File: src/hw/rtl/modbus_tcp_response_parser_macros.svh
// Assertion macros shared by the response parser modules.
`ifndef MODBUS_TCP_RESPONSE_PARSER_MACROS_SVH
`define MODBUS_TCP_RESPONSE_PARSER_MACROS_SVH

// Same-cycle implication, disabled during reset.
`define MTRP_ASSERT_NOW(label, clk, rst_n, cond, prop) \
    label: assert property (@(posedge clk) disable iff (!rst_n) (cond) |-> (prop)) \
        else $error("mtrp assertion failed");

// Next-cycle implication, disabled during reset.
`define MTRP_ASSERT_NEXT(label, clk, rst_n, cond, prop) \
    label: assert property (@(posedge clk) disable iff (!rst_n) (cond) |=> (prop)) \
        else $error("mtrp assertion failed");

`endif

File: src/hw/rtl/mtrp_pkg.sv
// Types and constants for the Modbus TCP response parser.
`default_nettype none

package mtrp_pkg;

    localparam int DEFAULT_MAX_FRAME_BYTES = 260;
    localparam int HEADER_BYTES            = 9;
    localparam int EXC_FLAG_BIT            = 7;
    localparam int QUEUE_DEPTH             = 4;

    localparam logic OP_START = 1'b0;
    localparam logic OP_BYTE  = 1'b1;

    localparam logic [7:0] FN_READ_COILS    = 8'h01;
    localparam logic [7:0] FN_READ_DISCRETE = 8'h02;
    localparam logic [7:0] FN_READ_HOLDING  = 8'h03;
    localparam logic [7:0] FN_READ_INPUT    = 8'h04;

    typedef enum logic [2:0] {
        ST_OK       = 3'd0,
        ST_SHORT    = 3'd1,
        ST_TRANS    = 3'd2,
        ST_EXCEPT   = 3'd3,
        ST_FUNCTION = 3'd4
    } status_t;

    typedef enum logic [1:0] {
        KIND_REG    = 2'd0,
        KIND_BIT    = 2'd1,
        KIND_STATUS = 2'd2
    } kind_t;

    // Work handed from the classifier to the result sequencer.
    typedef struct packed {
        logic        do_reg;
        logic        do_bits;
        logic [15:0] data;
        logic        do_status;
        status_t     status;
        logic [7:0]  exc;
    } job_t;

endpackage

`default_nettype wire

File: src/hw/rtl/mtrp_if.sv
// Valid/ready channel interfaces for response items and results.
`default_nettype none

interface mtrp_in_if;
    logic        valid;
    logic        ready;
    logic        operation;
    logic [15:0] expected_transaction;
    logic [7:0]  expected_function;
    logic [7:0]  data_byte;
    logic        frame_end;

    modport source (output valid, operation, expected_transaction, expected_function,
                    data_byte, frame_end, input ready);
    modport sink   (input valid, operation, expected_transaction, expected_function,
                    data_byte, frame_end, output ready);
endinterface

interface mtrp_out_if;
    logic        valid;
    logic        ready;
    logic [1:0]  kind;
    logic [15:0] value;
    logic [2:0]  status;
    logic [7:0]  exception_code;
    logic        last;

    modport source (output valid, kind, value, status, exception_code, last,
                    input ready);
    modport sink   (input valid, kind, value, status, exception_code, last,
                    output ready);
endinterface

`default_nettype wire

File: src/hw/rtl/mtrp_front.sv
// Byte classifier: tracks frame position and header checks, emits jobs.
`default_nettype none

`include "modbus_tcp_response_parser_macros.svh"

module mtrp_front #(
    parameter int MAX_FRAME_BYTES = mtrp_pkg::DEFAULT_MAX_FRAME_BYTES
) (
    input  wire logic          clk,
    input  wire logic          rst_n,
    mtrp_in_if.sink            item,
    output mtrp_pkg::job_t     job,
    output logic               push,
    input  wire logic          full
);
    import mtrp_pkg::*;

    localparam int POS_W = $clog2(MAX_FRAME_BYTES + 1);
    localparam int CMP_W = (POS_W > 8) ? POS_W : 8;

    logic [POS_W-1:0] pos_reg, pos_next;
    logic [15:0]      want_trans_reg, want_trans_next;
    logic [7:0]       want_fn_reg, want_fn_next;
    logic [7:0]       held_reg, held_next;
    logic [7:0]       got_fn_reg, got_fn_next;
    logic [7:0]       count_reg, count_next;
    status_t          verdict_reg, verdict_next;
    logic [7:0]       exc_reg, exc_next;

    logic             accept;
    logic             advance;
    logic [CMP_W-1:0] offset;
    logic             is_reg_fn;
    logic             is_bit_fn;
    status_t          final_status;

    assign item.ready = !full;
    assign accept     = item.valid && item.ready;

    always_comb
    begin
        want_trans_next = want_trans_reg;
        want_fn_next    = want_fn_reg;
        pos_next        = pos_reg;
        held_next       = held_reg;
        got_fn_next     = got_fn_reg;
        count_next      = count_reg;
        verdict_next    = verdict_reg;
        exc_next        = exc_reg;
        job             = '0;
        push            = 1'b0;
        final_status    = ST_OK;

        advance   = (pos_reg != POS_W'(MAX_FRAME_BYTES));
        offset    = CMP_W'(pos_reg) - CMP_W'(HEADER_BYTES);
        is_reg_fn = (got_fn_reg == FN_READ_HOLDING) || (got_fn_reg == FN_READ_INPUT);
        is_bit_fn = (got_fn_reg == FN_READ_COILS) || (got_fn_reg == FN_READ_DISCRETE);

        if (accept)
        begin
            if (item.operation == OP_START)
            begin
                want_trans_next = item.expected_transaction;
                want_fn_next    = item.expected_function;
                pos_next        = '0;
                held_next       = '0;
                got_fn_next     = '0;
                count_next      = '0;
                verdict_next    = ST_OK;
                exc_next        = '0;
            end
            else
            begin
                if (advance)
                begin
                    pos_next = pos_reg + POS_W'(1);
                    if (pos_reg == POS_W'(0))
                    begin
                        held_next = item.data_byte;
                    end
                    else if (pos_reg == POS_W'(1))
                    begin
                        if ({held_reg, item.data_byte} != want_trans_reg)
                            verdict_next = ST_TRANS;
                    end
                    else if (pos_reg == POS_W'(7))
                    begin
                        got_fn_next = item.data_byte;
                    end
                    else if (pos_reg == POS_W'(8))
                    begin
                        count_next = item.data_byte;
                        if (verdict_reg == ST_OK)
                        begin
                            if (got_fn_reg[EXC_FLAG_BIT])
                            begin
                                verdict_next = ST_EXCEPT;
                                exc_next     = item.data_byte;
                            end
                            else if (got_fn_reg != want_fn_reg)
                            begin
                                verdict_next = ST_FUNCTION;
                            end
                        end
                    end
                    else if (pos_reg >= POS_W'(HEADER_BYTES) && verdict_reg == ST_OK)
                    begin
                        if (is_reg_fn)
                        begin
                            if (!offset[0])
                                held_next = item.data_byte;
                            else if (offset < CMP_W'({count_reg[7:1], 1'b0}))
                            begin
                                job.do_reg = 1'b1;
                                job.data   = {held_reg, item.data_byte};
                            end
                        end
                        else if (is_bit_fn)
                        begin
                            if (offset < CMP_W'(count_reg))
                            begin
                                job.do_bits = 1'b1;
                                job.data    = {8'h00, item.data_byte};
                            end
                        end
                    end
                end

                if (item.frame_end)
                begin
                    if (pos_next < POS_W'(HEADER_BYTES))
                        final_status = ST_SHORT;
                    else
                        final_status = verdict_next;
                    job.do_status = 1'b1;
                    job.status    = final_status;
                    job.exc       = (final_status == ST_EXCEPT) ? exc_next : 8'h00;
                    // Close the frame; expectations stay.
                    pos_next      = '0;
                    held_next     = '0;
                    got_fn_next   = '0;
                    count_next    = '0;
                    verdict_next  = ST_OK;
                    exc_next      = '0;
                end
                push = job.do_reg || job.do_bits || job.do_status;
            end
        end
    end

    always_ff @(posedge clk or negedge rst_n)
    begin
        if (!rst_n)
        begin
            pos_reg        <= '0;
            want_trans_reg <= '0;
            want_fn_reg    <= '0;
            held_reg       <= '0;
            got_fn_reg     <= '0;
            count_reg      <= '0;
            verdict_reg    <= ST_OK;
            exc_reg        <= '0;
        end
        else
        begin
            pos_reg        <= pos_next;
            want_trans_reg <= want_trans_next;
            want_fn_reg    <= want_fn_next;
            held_reg       <= held_next;
            got_fn_reg     <= got_fn_next;
            count_reg      <= count_next;
            verdict_reg    <= verdict_next;
            exc_reg        <= exc_next;
        end
    end

    `MTRP_ASSERT_NOW(a_pos_bounded, clk, rst_n, 1'b1, pos_reg <= POS_W'(MAX_FRAME_BYTES))
    `MTRP_ASSERT_NEXT(a_start_clears, clk, rst_n, accept && item.operation == OP_START,
        pos_reg == '0)
    `MTRP_ASSERT_NOW(a_fn_after_header, clk, rst_n, got_fn_reg != 8'h00,
        pos_reg >= POS_W'(8))

endmodule

`default_nettype wire

File: src/hw/rtl/mtrp_queue.sv
// Short job queue between the classifier and the result sequencer.
`default_nettype none

module mtrp_queue (
    input  wire logic            clk,
    input  wire logic            rst_n,
    input  wire logic            push,
    input  wire mtrp_pkg::job_t  push_job,
    output logic                 full,
    input  wire logic            pop,
    output mtrp_pkg::job_t       head,
    output logic                 empty
);
    import mtrp_pkg::*;

    localparam int PTR_W = $clog2(QUEUE_DEPTH);
    localparam int CNT_W = $clog2(QUEUE_DEPTH + 1);

    job_t             slot_reg [QUEUE_DEPTH];
    logic [PTR_W-1:0] wr_ptr_reg, wr_ptr_next;
    logic [PTR_W-1:0] rd_ptr_reg, rd_ptr_next;
    logic [CNT_W-1:0] count_reg, count_next;
    logic             do_push;
    logic             do_pop;

    assign full    = (count_reg == CNT_W'(QUEUE_DEPTH));
    assign empty   = (count_reg == '0);
    assign head    = slot_reg[rd_ptr_reg];
    assign do_push = push && !full;
    assign do_pop  = pop && !empty;

    always_comb
    begin
        wr_ptr_next = wr_ptr_reg;
        rd_ptr_next = rd_ptr_reg;
        count_next  = count_reg;
        if (do_push)
            wr_ptr_next = (wr_ptr_reg == PTR_W'(QUEUE_DEPTH - 1)) ? '0
                                                                 : wr_ptr_reg + PTR_W'(1);
        if (do_pop)
            rd_ptr_next = (rd_ptr_reg == PTR_W'(QUEUE_DEPTH - 1)) ? '0
                                                                 : rd_ptr_reg + PTR_W'(1);
        if (do_push && !do_pop)
            count_next = count_reg + CNT_W'(1);
        else if (do_pop && !do_push)
            count_next = count_reg - CNT_W'(1);
    end

    always_ff @(posedge clk or negedge rst_n)
    begin
        if (!rst_n)
        begin
            wr_ptr_reg <= '0;
            rd_ptr_reg <= '0;
            count_reg  <= '0;
        end
        else
        begin
            wr_ptr_reg <= wr_ptr_next;
            rd_ptr_reg <= rd_ptr_next;
            count_reg  <= count_next;
        end
    end

    always_ff @(posedge clk)
    begin
        if (do_push)
            slot_reg[wr_ptr_reg] <= push_job;
    end

endmodule

`default_nettype wire

File: src/hw/rtl/mtrp_back.sv
// Result sequencer: unpacks one job into results, one per cycle while the receiver is ready.
`default_nettype none

`include "modbus_tcp_response_parser_macros.svh"

module mtrp_back (
    input  wire logic            clk,
    input  wire logic            rst_n,
    input  wire mtrp_pkg::job_t  head,
    input  wire logic            empty,
    output logic                 pop,
    mtrp_out_if.source           result
);
    import mtrp_pkg::*;

    logic        job_reg_do_reg,  job_reg_do_reg_next;
    logic        job_bits_reg,    job_bits_next;
    logic        job_status_reg,  job_status_next;
    logic [15:0] job_data_reg,    job_data_next;
    status_t     job_st_reg,      job_st_next;
    logic [7:0]  job_exc_reg,     job_exc_next;
    logic [2:0]  bit_idx_reg,     bit_idx_next;

    logic        out_valid_reg,   out_valid_next;
    kind_t       out_kind_reg,    out_kind_next;
    logic [15:0] out_value_reg,   out_value_next;
    status_t     out_status_reg,  out_status_next;
    logic [7:0]  out_exc_reg,     out_exc_next;
    logic        out_last_reg,    out_last_next;

    logic        out_free;
    logic        has_work;
    logic        emit;
    logic        rem_reg, rem_bits, rem_status;

    assign out_free = !out_valid_reg || result.ready;
    assign has_work = job_reg_do_reg || job_bits_reg || job_status_reg;
    assign emit     = has_work && out_free;

    always_comb
    begin
        out_valid_next  = out_valid_reg && !result.ready;
        out_kind_next   = out_kind_reg;
        out_value_next  = out_value_reg;
        out_status_next = out_status_reg;
        out_exc_next    = out_exc_reg;
        out_last_next   = out_last_reg;
        rem_reg         = job_reg_do_reg;
        rem_bits        = job_bits_reg;
        rem_status      = job_status_reg;
        bit_idx_next    = bit_idx_reg;

        if (emit)
        begin
            out_valid_next = 1'b1;
            if (job_reg_do_reg)
            begin
                out_kind_next   = KIND_REG;
                out_value_next  = job_data_reg;
                out_status_next = ST_OK;
                out_exc_next    = 8'h00;
                out_last_next   = 1'b0;
                rem_reg         = 1'b0;
            end
            else if (job_bits_reg)
            begin
                out_kind_next   = KIND_BIT;
                out_value_next  = {15'h0000, job_data_reg[bit_idx_reg]};
                out_status_next = ST_OK;
                out_exc_next    = 8'h00;
                out_last_next   = 1'b0;
                bit_idx_next    = bit_idx_reg + 3'd1;
                rem_bits        = (bit_idx_reg != 3'd7);
            end
            else
            begin
                out_kind_next   = KIND_STATUS;
                out_value_next  = 16'h0000;
                out_status_next = job_st_reg;
                out_exc_next    = job_exc_reg;
                out_last_next   = 1'b1;
                rem_status      = 1'b0;
            end
        end

        // Load the next job as soon as the current one runs out.
        pop = !empty && !(rem_reg || rem_bits || rem_status);

        job_reg_do_reg_next = rem_reg;
        job_bits_next       = rem_bits;
        job_status_next     = rem_status;
        job_data_next       = job_data_reg;
        job_st_next         = job_st_reg;
        job_exc_next        = job_exc_reg;
        if (pop)
        begin
            job_reg_do_reg_next = head.do_reg;
            job_bits_next       = head.do_bits;
            job_status_next     = head.do_status;
            job_data_next       = head.data;
            job_st_next         = head.status;
            job_exc_next        = head.exc;
            bit_idx_next        = 3'd0;
        end
    end

    always_ff @(posedge clk or negedge rst_n)
    begin
        if (!rst_n)
        begin
            job_reg_do_reg <= 1'b0;
            job_bits_reg   <= 1'b0;
            job_status_reg <= 1'b0;
            bit_idx_reg    <= 3'd0;
            out_valid_reg  <= 1'b0;
        end
        else
        begin
            job_reg_do_reg <= job_reg_do_reg_next;
            job_bits_reg   <= job_bits_next;
            job_status_reg <= job_status_next;
            bit_idx_reg    <= bit_idx_next;
            out_valid_reg  <= out_valid_next;
        end
    end

    always_ff @(posedge clk)
    begin
        job_data_reg   <= job_data_next;
        job_st_reg     <= job_st_next;
        job_exc_reg    <= job_exc_next;
        out_kind_reg   <= out_kind_next;
        out_value_reg  <= out_value_next;
        out_status_reg <= out_status_next;
        out_exc_reg    <= out_exc_next;
        out_last_reg   <= out_last_next;
    end

    assign result.valid          = out_valid_reg;
    assign result.kind           = out_kind_reg;
    assign result.value          = out_value_reg;
    assign result.status         = out_status_reg;
    assign result.exception_code = out_exc_reg;
    assign result.last           = out_last_reg;

    `MTRP_ASSERT_NOW(a_status_is_last, clk, rst_n,
        out_valid_reg && out_kind_reg == KIND_STATUS, out_last_reg)
    `MTRP_ASSERT_NOW(a_bit_idx_in_bits, clk, rst_n, bit_idx_reg != 3'd0, job_bits_reg)
    `MTRP_ASSERT_NOW(a_no_pop_busy, clk, rst_n,
        (job_reg_do_reg || job_bits_reg || job_status_reg) && !emit, !pop)

endmodule

`default_nettype wire

File: src/hw/rtl/modbus_tcp_response_parser.sv
// Modbus TCP response parser, top level.
// Takes one start or response byte per transaction and returns register values (function
// codes 3/4), single bit values (1/2) and one closing status per frame. A byte is taken
// every cycle while the four-entry job queue has room; the result side gives one result
// per cycle from its output register while the receiver is ready, so a register pair gives
// one result, a coil byte eight results and a frame end one more. Sustained rate is set by
// that output stage; a coil byte that also ends the frame yields nine results.
`default_nettype none

module modbus_tcp_response_parser #(
    parameter int MAX_FRAME_BYTES = mtrp_pkg::DEFAULT_MAX_FRAME_BYTES
) (
    input  wire logic  clk,
    input  wire logic  rst_n,
    mtrp_in_if.sink    item,
    mtrp_out_if.source result
);
    import mtrp_pkg::*;

    job_t front_job;
    job_t head_job;
    logic push;
    logic full;
    logic pop;
    logic empty;

    mtrp_front #(
        .MAX_FRAME_BYTES(MAX_FRAME_BYTES)
    ) u_front (
        .clk   (clk),
        .rst_n (rst_n),
        .item  (item),
        .job   (front_job),
        .push  (push),
        .full  (full)
    );

    mtrp_queue u_queue (
        .clk      (clk),
        .rst_n    (rst_n),
        .push     (push),
        .push_job (front_job),
        .full     (full),
        .pop      (pop),
        .head     (head_job),
        .empty    (empty)
    );

    mtrp_back u_back (
        .clk    (clk),
        .rst_n  (rst_n),
        .head   (head_job),
        .empty  (empty),
        .pop    (pop),
        .result (result)
    );

endmodule

`default_nettype wire

File: src/flat_wrapper.sv
// flat-port wrapper written by rule: the top's interface ports become plain ports
module modbus_tcp_response_parser_flat import mtrp_pkg::*;
#(
    parameter int MAX_FRAME_BYTES = mtrp_pkg::DEFAULT_MAX_FRAME_BYTES
)
  (clk, rst_n, item_valid, item_operation, item_expected_transaction, item_expected_function, item_data_byte, item_frame_end, item_ready, result_valid, result_kind, result_value, result_status, result_exception_code, result_last, result_ready);
  mtrp_in_if item_i ();
  mtrp_out_if result_i ();
  input  wire logic clk;
  input  wire logic rst_n;
  input wire logic [$bits(item_i.valid)-1:0] item_valid;
  input wire logic [$bits(item_i.operation)-1:0] item_operation;
  input wire logic [$bits(item_i.expected_transaction)-1:0] item_expected_transaction;
  input wire logic [$bits(item_i.expected_function)-1:0] item_expected_function;
  input wire logic [$bits(item_i.data_byte)-1:0] item_data_byte;
  input wire logic [$bits(item_i.frame_end)-1:0] item_frame_end;
  output wire logic [$bits(item_i.ready)-1:0] item_ready;
  output wire logic [$bits(result_i.valid)-1:0] result_valid;
  output wire logic [$bits(result_i.kind)-1:0] result_kind;
  output wire logic [$bits(result_i.value)-1:0] result_value;
  output wire logic [$bits(result_i.status)-1:0] result_status;
  output wire logic [$bits(result_i.exception_code)-1:0] result_exception_code;
  output wire logic [$bits(result_i.last)-1:0] result_last;
  input wire logic [$bits(result_i.ready)-1:0] result_ready;
  assign item_i.valid = item_valid;
  assign item_i.operation = item_operation;
  assign item_i.expected_transaction = item_expected_transaction;
  assign item_i.expected_function = item_expected_function;
  assign item_i.data_byte = item_data_byte;
  assign item_i.frame_end = item_frame_end;
  assign item_ready = item_i.ready;
  assign result_valid = result_i.valid;
  assign result_kind = result_i.kind;
  assign result_value = result_i.value;
  assign result_status = result_i.status;
  assign result_exception_code = result_i.exception_code;
  assign result_last = result_i.last;
  assign result_i.ready = result_ready;
  modbus_tcp_response_parser #(.MAX_FRAME_BYTES(MAX_FRAME_BYTES)) u_core (.clk(clk), .rst_n(rst_n), .item(item_i), .result(result_i));
endmodule
File: config.mk
export PLATFORM = sky130hd
export DESIGN_NAME = modbus_tcp_response_parser_flat
export DESIGN_NICKNAME = d
export VERILOG_FILES = /design/src/hw/rtl/mtrp_pkg.sv /design/src/hw/rtl/mtrp_if.sv /design/src/hw/rtl/mtrp_front.sv /design/src/hw/rtl/mtrp_queue.sv /design/src/hw/rtl/mtrp_back.sv /design/src/hw/rtl/modbus_tcp_response_parser.sv /design/src/flat_wrapper.sv
export VERILOG_INCLUDE_DIRS = /design/src /design/src/hw/rtl
export SDC_FILE = /design/constraint.sdc
export NUM_CORES = 1
export LEC_CHECK = 0
export BUFFER_PORTS_ARGS = -buffer_cell sky130_fd_sc_hd__clkbuf_2
export CORE_MARGIN = 2
export CORE_UTILIZATION = 65
export CTS_CLUSTER_DIAMETER = 100
export DETAILED_ROUTE_END_ITERATION = 10
export GPL_ROUTABILITY_DRIVEN = 0
export PLACE_DENSITY = 0.83
export SYNTH_ARGS = -nofsm -noshare
export SYNTH_HDL_FRONTEND = slang
export SYNTH_SLANG_ARGS = --single-unit
File: constraint.sdc
create_clock -name clk -period 10.39 [get_ports clk]
set_input_delay 2.078 -clock clk [delete_from_list [all_inputs] [get_ports clk]]
set_output_delay 2.078 -clock clk [all_outputs]
set_load 0.005 [all_outputs]
=== Word level (Yosys, flattened, before mapping) ===
Memories as Yosys holds them, arrays and structs flattened.
Cells that the tools add are included.

* Bits in registers: 139
* Logic and storage cells: 207
* RAM bits: 120
* Input port bits: 38
* Memories kept: 1

{| class="wikitable"
|+ Memories
! memory !! words !! bits a word !! read ports !! clocked after memory_dff !! wr ports !! line !! text
|-
| u_core.u_queue.slot_reg || 4 || 30 || 1 || 0 || 1 || mtrp_queue.sv:19 || <nowiki>job_t slot_reg [QUEUE_DEPTH];</nowiki>
|}

* $add $sub $neg: 7
* Reductions and logical operators: 37
* Equal/unequal tests: 28
* Mux-type cells: 104
* Bitwise gates (word level): 1
* Order comparisons: 5

{| class="wikitable"
|+ Operators with widths
! kind !! number
|-
| $mux 8 || 33
|-
| $mux 18 || 8
|-
| $mux 16 || 4
|-
| $mux 3 || 21
|-
| $mux 30 || 2
|-
| $mux 9 || 5
|-
| $mux 12 || 3
|-
| $mux 17 || 2
|-
| $mux 1 || 22
|-
| $lt 9x8->1 || 2
|-
| $eq 8x2->1 const B || 2
|-
| $ne 16x16->1 || 1
|-
| $ne 3x3->1 const B || 4
|-
| $ne 4x4->1 const B || 3
|-
| $add 9x1->9 const B || 1
|-
| $eq 9x1->1 const B || 1
|-
| $eq 9x3->1 const B || 1
|-
| $eq 9x4->1 const B || 1
|-
| $ge 9x4->1 const B || 1
|-
| $logic_and 1x1->1 || 9
|-
| $logic_not 9->1 || 1
|-
| $logic_or 1x1->1 || 9
|-
| $lt 9x4->1 const B || 1
|-
| $ne 3x1->1 const B || 3
|-
| other kinds (27) || 42
|}

=== Depth between registers and ports, before layout ===
* Depth in word-level cells: 26
* Mapped depth: 19
* Gate-level depth less buffers: 18

=== Modules after synthesis ===
A second synthesis with hierarchy kept.

* Cells, all modules: 766
* Area, all modules: 11,265.8 um^2

{| class="wikitable"
|+ By module, submodules not included
! module !! cells each !! area an instance (um^2) !! instances
|-
| mtrp_queue || 194 || 4,765.8 || 1
|-
| mtrp_front || 441 || 4,166.5 || 1
|-
| mtrp_back || 131 || 2,333.5 || 1
|}

=== Worst setup path after synthesis ===
Ideal clock, no wire load.

* Path kind: input to register
* From: input port item_valid
* To: memory u_core.u_queue.slot_reg[0][0] (netlist name), enable pin
* Required time: 10.000 ns
* Buffers on the path: 0
* Stages: 5
* Slack: 6.279 ns
* Setup time: 0.390 ns
* Data arrival time: 3.721 ns
* Cells stage by stage: and2_0 > nand4_2 > nand4bb_2 > o21ai_4 > and2_1

* Cells in the longest elaborated chain, start to end: 5

{| class="wikitable"
|+ RTL lines
! what !! line !! text
|-
| from (decl) || flat_wrapper.sv:11 || <nowiki>input wire logic [$bits(item_i.valid)-1:0] item_valid;</nowiki>
|-
| $logic_and 1x1->1 || mtrp_front.sv:38 || <nowiki>assign accept = item.valid && item.ready;</nowiki>
|-
| $mux 1 || mtrp_front.sv:59 || <nowiki>if (accept)</nowiki>
|-
| $logic_and 1x1->1 || mtrp_queue.sv:29 || <nowiki>assign do_push = push && !full;</nowiki>
|-
| via u_core.u_queue.do_push || mtrp_queue.sv:23 || <nowiki>logic do_push;</nowiki>
|-
| $mux 1 || mtrp_queue.sv:67 || <nowiki>if (do_push)</nowiki>
|-
| $mux 1 (implied by the code) || mtrp_queue.sv:68 || <nowiki>slot_reg[wr_ptr_reg] <= push_job;</nowiki>
|-
| to (decl) || mtrp_queue.sv:19 ||
|}

The timed path passes the listed nets, and every way through them passes these cells.

=== Worst setup path after layout ===
* From: input port result_ready
* To: register u_core.u_queue.rd_ptr_reg[0]

* Cells in the longest elaborated chain, start to end: 8
* Elaborated cells between the ends (all ways): 10
* Those cells by class: mux: 3; reduce/logical: 7

{| class="wikitable"
|+ RTL lines
! what !! line !! text
|-
| from (decl) || flat_wrapper.sv:24 || <nowiki>input wire logic [$bits(result_i.ready)-1:0] result_ready;</nowiki>
|-
| $logic_or 1x1->1 * || mtrp_back.sv:36 || <nowiki>assign out_free = !out_valid_reg || result.ready;</nowiki>
|-
| $logic_and 1x1->1 * || mtrp_back.sv:38 || <nowiki>assign emit = has_work && out_free;</nowiki>
|-
| $mux 1 || mtrp_back.sv:53 || <nowiki>if (emit)</nowiki>
|-
| $logic_or 1x1->1 || mtrp_back.sv:87 || <nowiki>pop = !empty && !(rem_reg || rem_bits || rem_status);</nowiki>
|-
| $logic_or 1x1->1 * || mtrp_back.sv:87 ||
|-
| $logic_not 1->1 * || mtrp_back.sv:87 ||
|-
| $logic_and 1x1->1 * || mtrp_back.sv:87 ||
|-
| via u_core.pop || modbus_tcp_response_parser.sv:24 || <nowiki>logic pop;</nowiki>
|-
| $logic_and 1x1->1 * || mtrp_queue.sv:30 || <nowiki>assign do_pop = pop && !empty;</nowiki>
|-
| to (signal assigned) || mtrp_queue.sv:60 || <nowiki>rd_ptr_reg <= rd_ptr_next;</nowiki>
|-
| to (decl) || mtrp_queue.sv:21 || <nowiki>logic [PTR_W-1:0] rd_ptr_reg, rd_ptr_next;</nowiki>
|}

Mark *: on every way through the listed nets, which the timed path passes. The rest lies on a longest branch.
A chain may end at the register's enable or synchronous reset.

==> metrics.txt <==
all-layer global routing usage=0.261; commonest non-fill, non-tap cell in the layout=edfxtp_1; type of the worst setup path=in -> reg; Max rail drop VDD=about 0.00016 V; Seq pwr share=0.495; Initial DRC Count=602; CTS root buffer=clkbuf_16; hpwl dp=14.7 mm; initial antenna violation count=1; post-route insts no fill=1,046; most frequent cells in the layout=edfxtp_1, dfrtp_1, clkbuf_2, nand2_1, and2_1; first-pass GRT wire length=35.8 mm; setup ws final=5.77 ns; Remaining DRCs=0; Yosys warnings=0; Hold WS=0.483 ns; combinational share of power=0.205; clock buffer depth=3; CP Launch Type=primary input; syn_nets=795; Tmin final=4.62 ns; vias per inst=6.27; drt wl/cell=21.7 µm; die width=134 µm; top_reg_cell synth=edfxtp_1; Pleak=0.00485 µW; total grt overflow=0; Tcrit/Tclk final=0.445; fillers=1,006; Syn Area/Cell=about 15 µm²; Synth Cell Area=11,000 µm²; max-capacitance violation count=0; Endpoint, Worst Hold=u_core.u_front.count_reg[7]; post-synthesis sequential area ratio=0.666; CTS Buf Count=25; via count=6,557; setup TNS=0 ns; Clk Latency, worst-skew pair=0.52 ns; Port Buffers=69; pins over their slew limit=0; final setup fails=0; pre-CTS WS=5.29 ns; hold buffers post-CTS=0; critical path arrival=5.02 ns; clock tree sinks=~260; switching pwr=a little over 800 µW; multi-input logic area=3430 µm²; Die H=approximately 130 µm; Placed Cells=999; RSZ-0062 raised after global routing=no; Cells after Synth=737; CTS tree=yes; EDFF count, synth=176; Hold Path Depth=2; placed cell areas=~12,000 µm²; H-tree levels=1; fmax=216 MHz; number of iterations in the first detailed-routing pass=9; Top Ports=70; Worst Clk Skew=0.00989 ns; asr flop ratio synth=0.318; FF/Latch Area=7340 µm²; synth-to-layout area growth=11.9%; Internal=around 2100 µW; Worst R2R Setup Slack=5.88 ns; endpoint class of the critical path=flip-flop; max reg flops=120; worst flop-to-flop path startpoint=u_core.u_front.pos_reg[0]; share of cells above drive strength 1=0.224; status=finished clean; Setup Fix Bufs, Post-CTS=0; Hold Path Class=reg -> reg; Max-Slew Margin vs Limit=0.245; Finished Cell Area=12,300 µm²; largest net degree at the start of global routing=71; count of nets after finishing=864; Die ar.=18,000 µm²; CP max FO=34; Post-CTS Resized=0; Routed Antenna Nets=0; Yosys top cell by area=edfxtp_1; top cells by area, synth=edfxtp_1, dfrtp_1, mux4_2, mux2_2, and2_1; Synth top area share=0.480; clock power share=0.299; post-synth cell types=67; Hold Startpoint=u_core.u_front.count_reg[7]; PwrDens=~240 nW/µm²; Starting Density=0.664; num rows=47; worst r2r path cells=18; Net Sw Frac=0.283; Worst-Margin Slew=1.13 ns; CP required=10.79 ns; final hold vios=0; Routed WL=22.7 mm; CTS clk-pin slew, worst paths=about 0.060 ns; Core ar.=16,600 µm²; flops & latches, synth=258; worst flop-to-flop path endpoint=u_core.u_queue.count_reg[2]; vias in the first global route=6,533
[synthesized netlist by cell type, types with 2 or more instances]
| cell | n |
|---|---|
| inv_1 | 21 |
| o211ai_1 | 3 |
| nand2_1 | 56 |
| xnor2_1 | 4 |
| dfrtp_1 | 82 |
| or4_4 | 2 |
| nor3_1 | 15 |
| nor4_1 | 6 |
| xor2_1 | 31 |
| o21ai_0 | 45 |
| nand3_1 | 11 |
| a21oi_1 | 10 |
| a22oi_1 | 2 |
| nor4b_1 | 2 |
| clkbuf_1 | 23 |
| mux2_4 | 2 |
| o21a_1 | 2 |
| o21ai_1 | 2 |
| ha_1 | 19 |
| a31oi_1 | 2 |
| buf_4 | 2 |
| buf_1 | 5 |
| or4_1 | 3 |
| nand3b_1 | 2 |
| nand2b_1 | 7 |
| nor2b_1 | 3 |
| and3_1 | 6 |
| a21boi_0 | 2 |
| o31ai_1 | 3 |
| buf_6 | 4 |
| a21o_1 | 2 |
| mux2_2 | 27 |
| nor3b_1 | 2 |
| nand4_1 | 3 |
| edfxtp_1 | 176 |
| and2_1 | 47 |
| o22ai_1 | 3 |
| mux4_2 | 32 |
| nor2_1 | 23 |
| mux2i_1 | 9 |
| a22o_1 | 10 |
[stage by stage]
step,power [µW],utilization
final,2900,0.743
after global placement,2000,0.695
after floorplan,1840,-
after CTS,2920,0.743
after global routing,3030,0.743
after detailed placement,2040,0.695
[worst max-delay path: stages]
cell	delay [ns]
clkbuf_2	0.08
nor2b_1	0.64
maj3_1	0.32
nor2_1	0.05
o32ai_1	0.24
clkinv_1	0.98
mux2_2	0.62
[logic make-up after synthesis]
family                   synth area share
multiplexers                        0.104
AND/OR/NAND/NOR                    0.0964
buffers and inverters              0.0225
XOR/XNOR                           0.0278
flip-flops                          0.666
AO/OA/AOI/OAI                      0.0587
adder cells (fa/ha/maj)            0.0243
[metal layers]
| layer | GRT usage | part of all wire | routed length [µm] |
|---|---|---|---|
| met4 | 0.0784 | 0.027 | 615 |
| met2 | 0.452 | 0.51 | 11600 |
| met1 | 0.351 | 0.39 | 8780 |
| met5 | 0 | 0 | 0 |
| met3 | 0.0359 | 0.075 | 1700 |
[power groups by stage]
stage          combinational (µW)  sequential, µW  clock, µW
2_1_floorplan                 453            1390          0
4_1_cts                       599            1440        881
3_3_place_gp                  550            1450          0
6_report                      596            1440        869
5_1_grt                       648            1460        920
3_5_place_dp                  585            1460          0
[final cells by class]
| type | instances | share of cell area |
|---|---|---|
| flip-flops and latches | 258 | 0.596 |
| clock buffers | 30 | 0.0523 |
| clock inverters | 16 | 0.0116 |
| well taps | 220 | 0.0223 |
| multi-input cells | 423 | 0.279 |
| inverters | 22 | 0.00670 |
| repair buffers | 76 | 0.0325 |
| diodes | 1 | 0.000203 |
[worst max path at each step]
stage                  from                             to  slack (ns)  cells past startpoint
6_report       result_ready   u_core.u_queue.rd_ptr_reg[0]        5.77                      7
5_1_grt        result_ready   u_core.u_queue.rd_ptr_reg[0]        5.54                      7
4_1_cts        result_ready   u_core.u_queue.rd_ptr_reg[1]        5.79                      7
3_5_place_dp   result_ready   u_core.u_queue.rd_ptr_reg[1]        5.29                      7
3_3_place_gp   result_ready   u_core.u_queue.rd_ptr_reg[0]        5.51                      7
2_1_floorplan    item_valid  u_core.u_queue.slot_reg[0][0]        6.28                      5
Note: power is estimated with default switching activity, not from simulation.
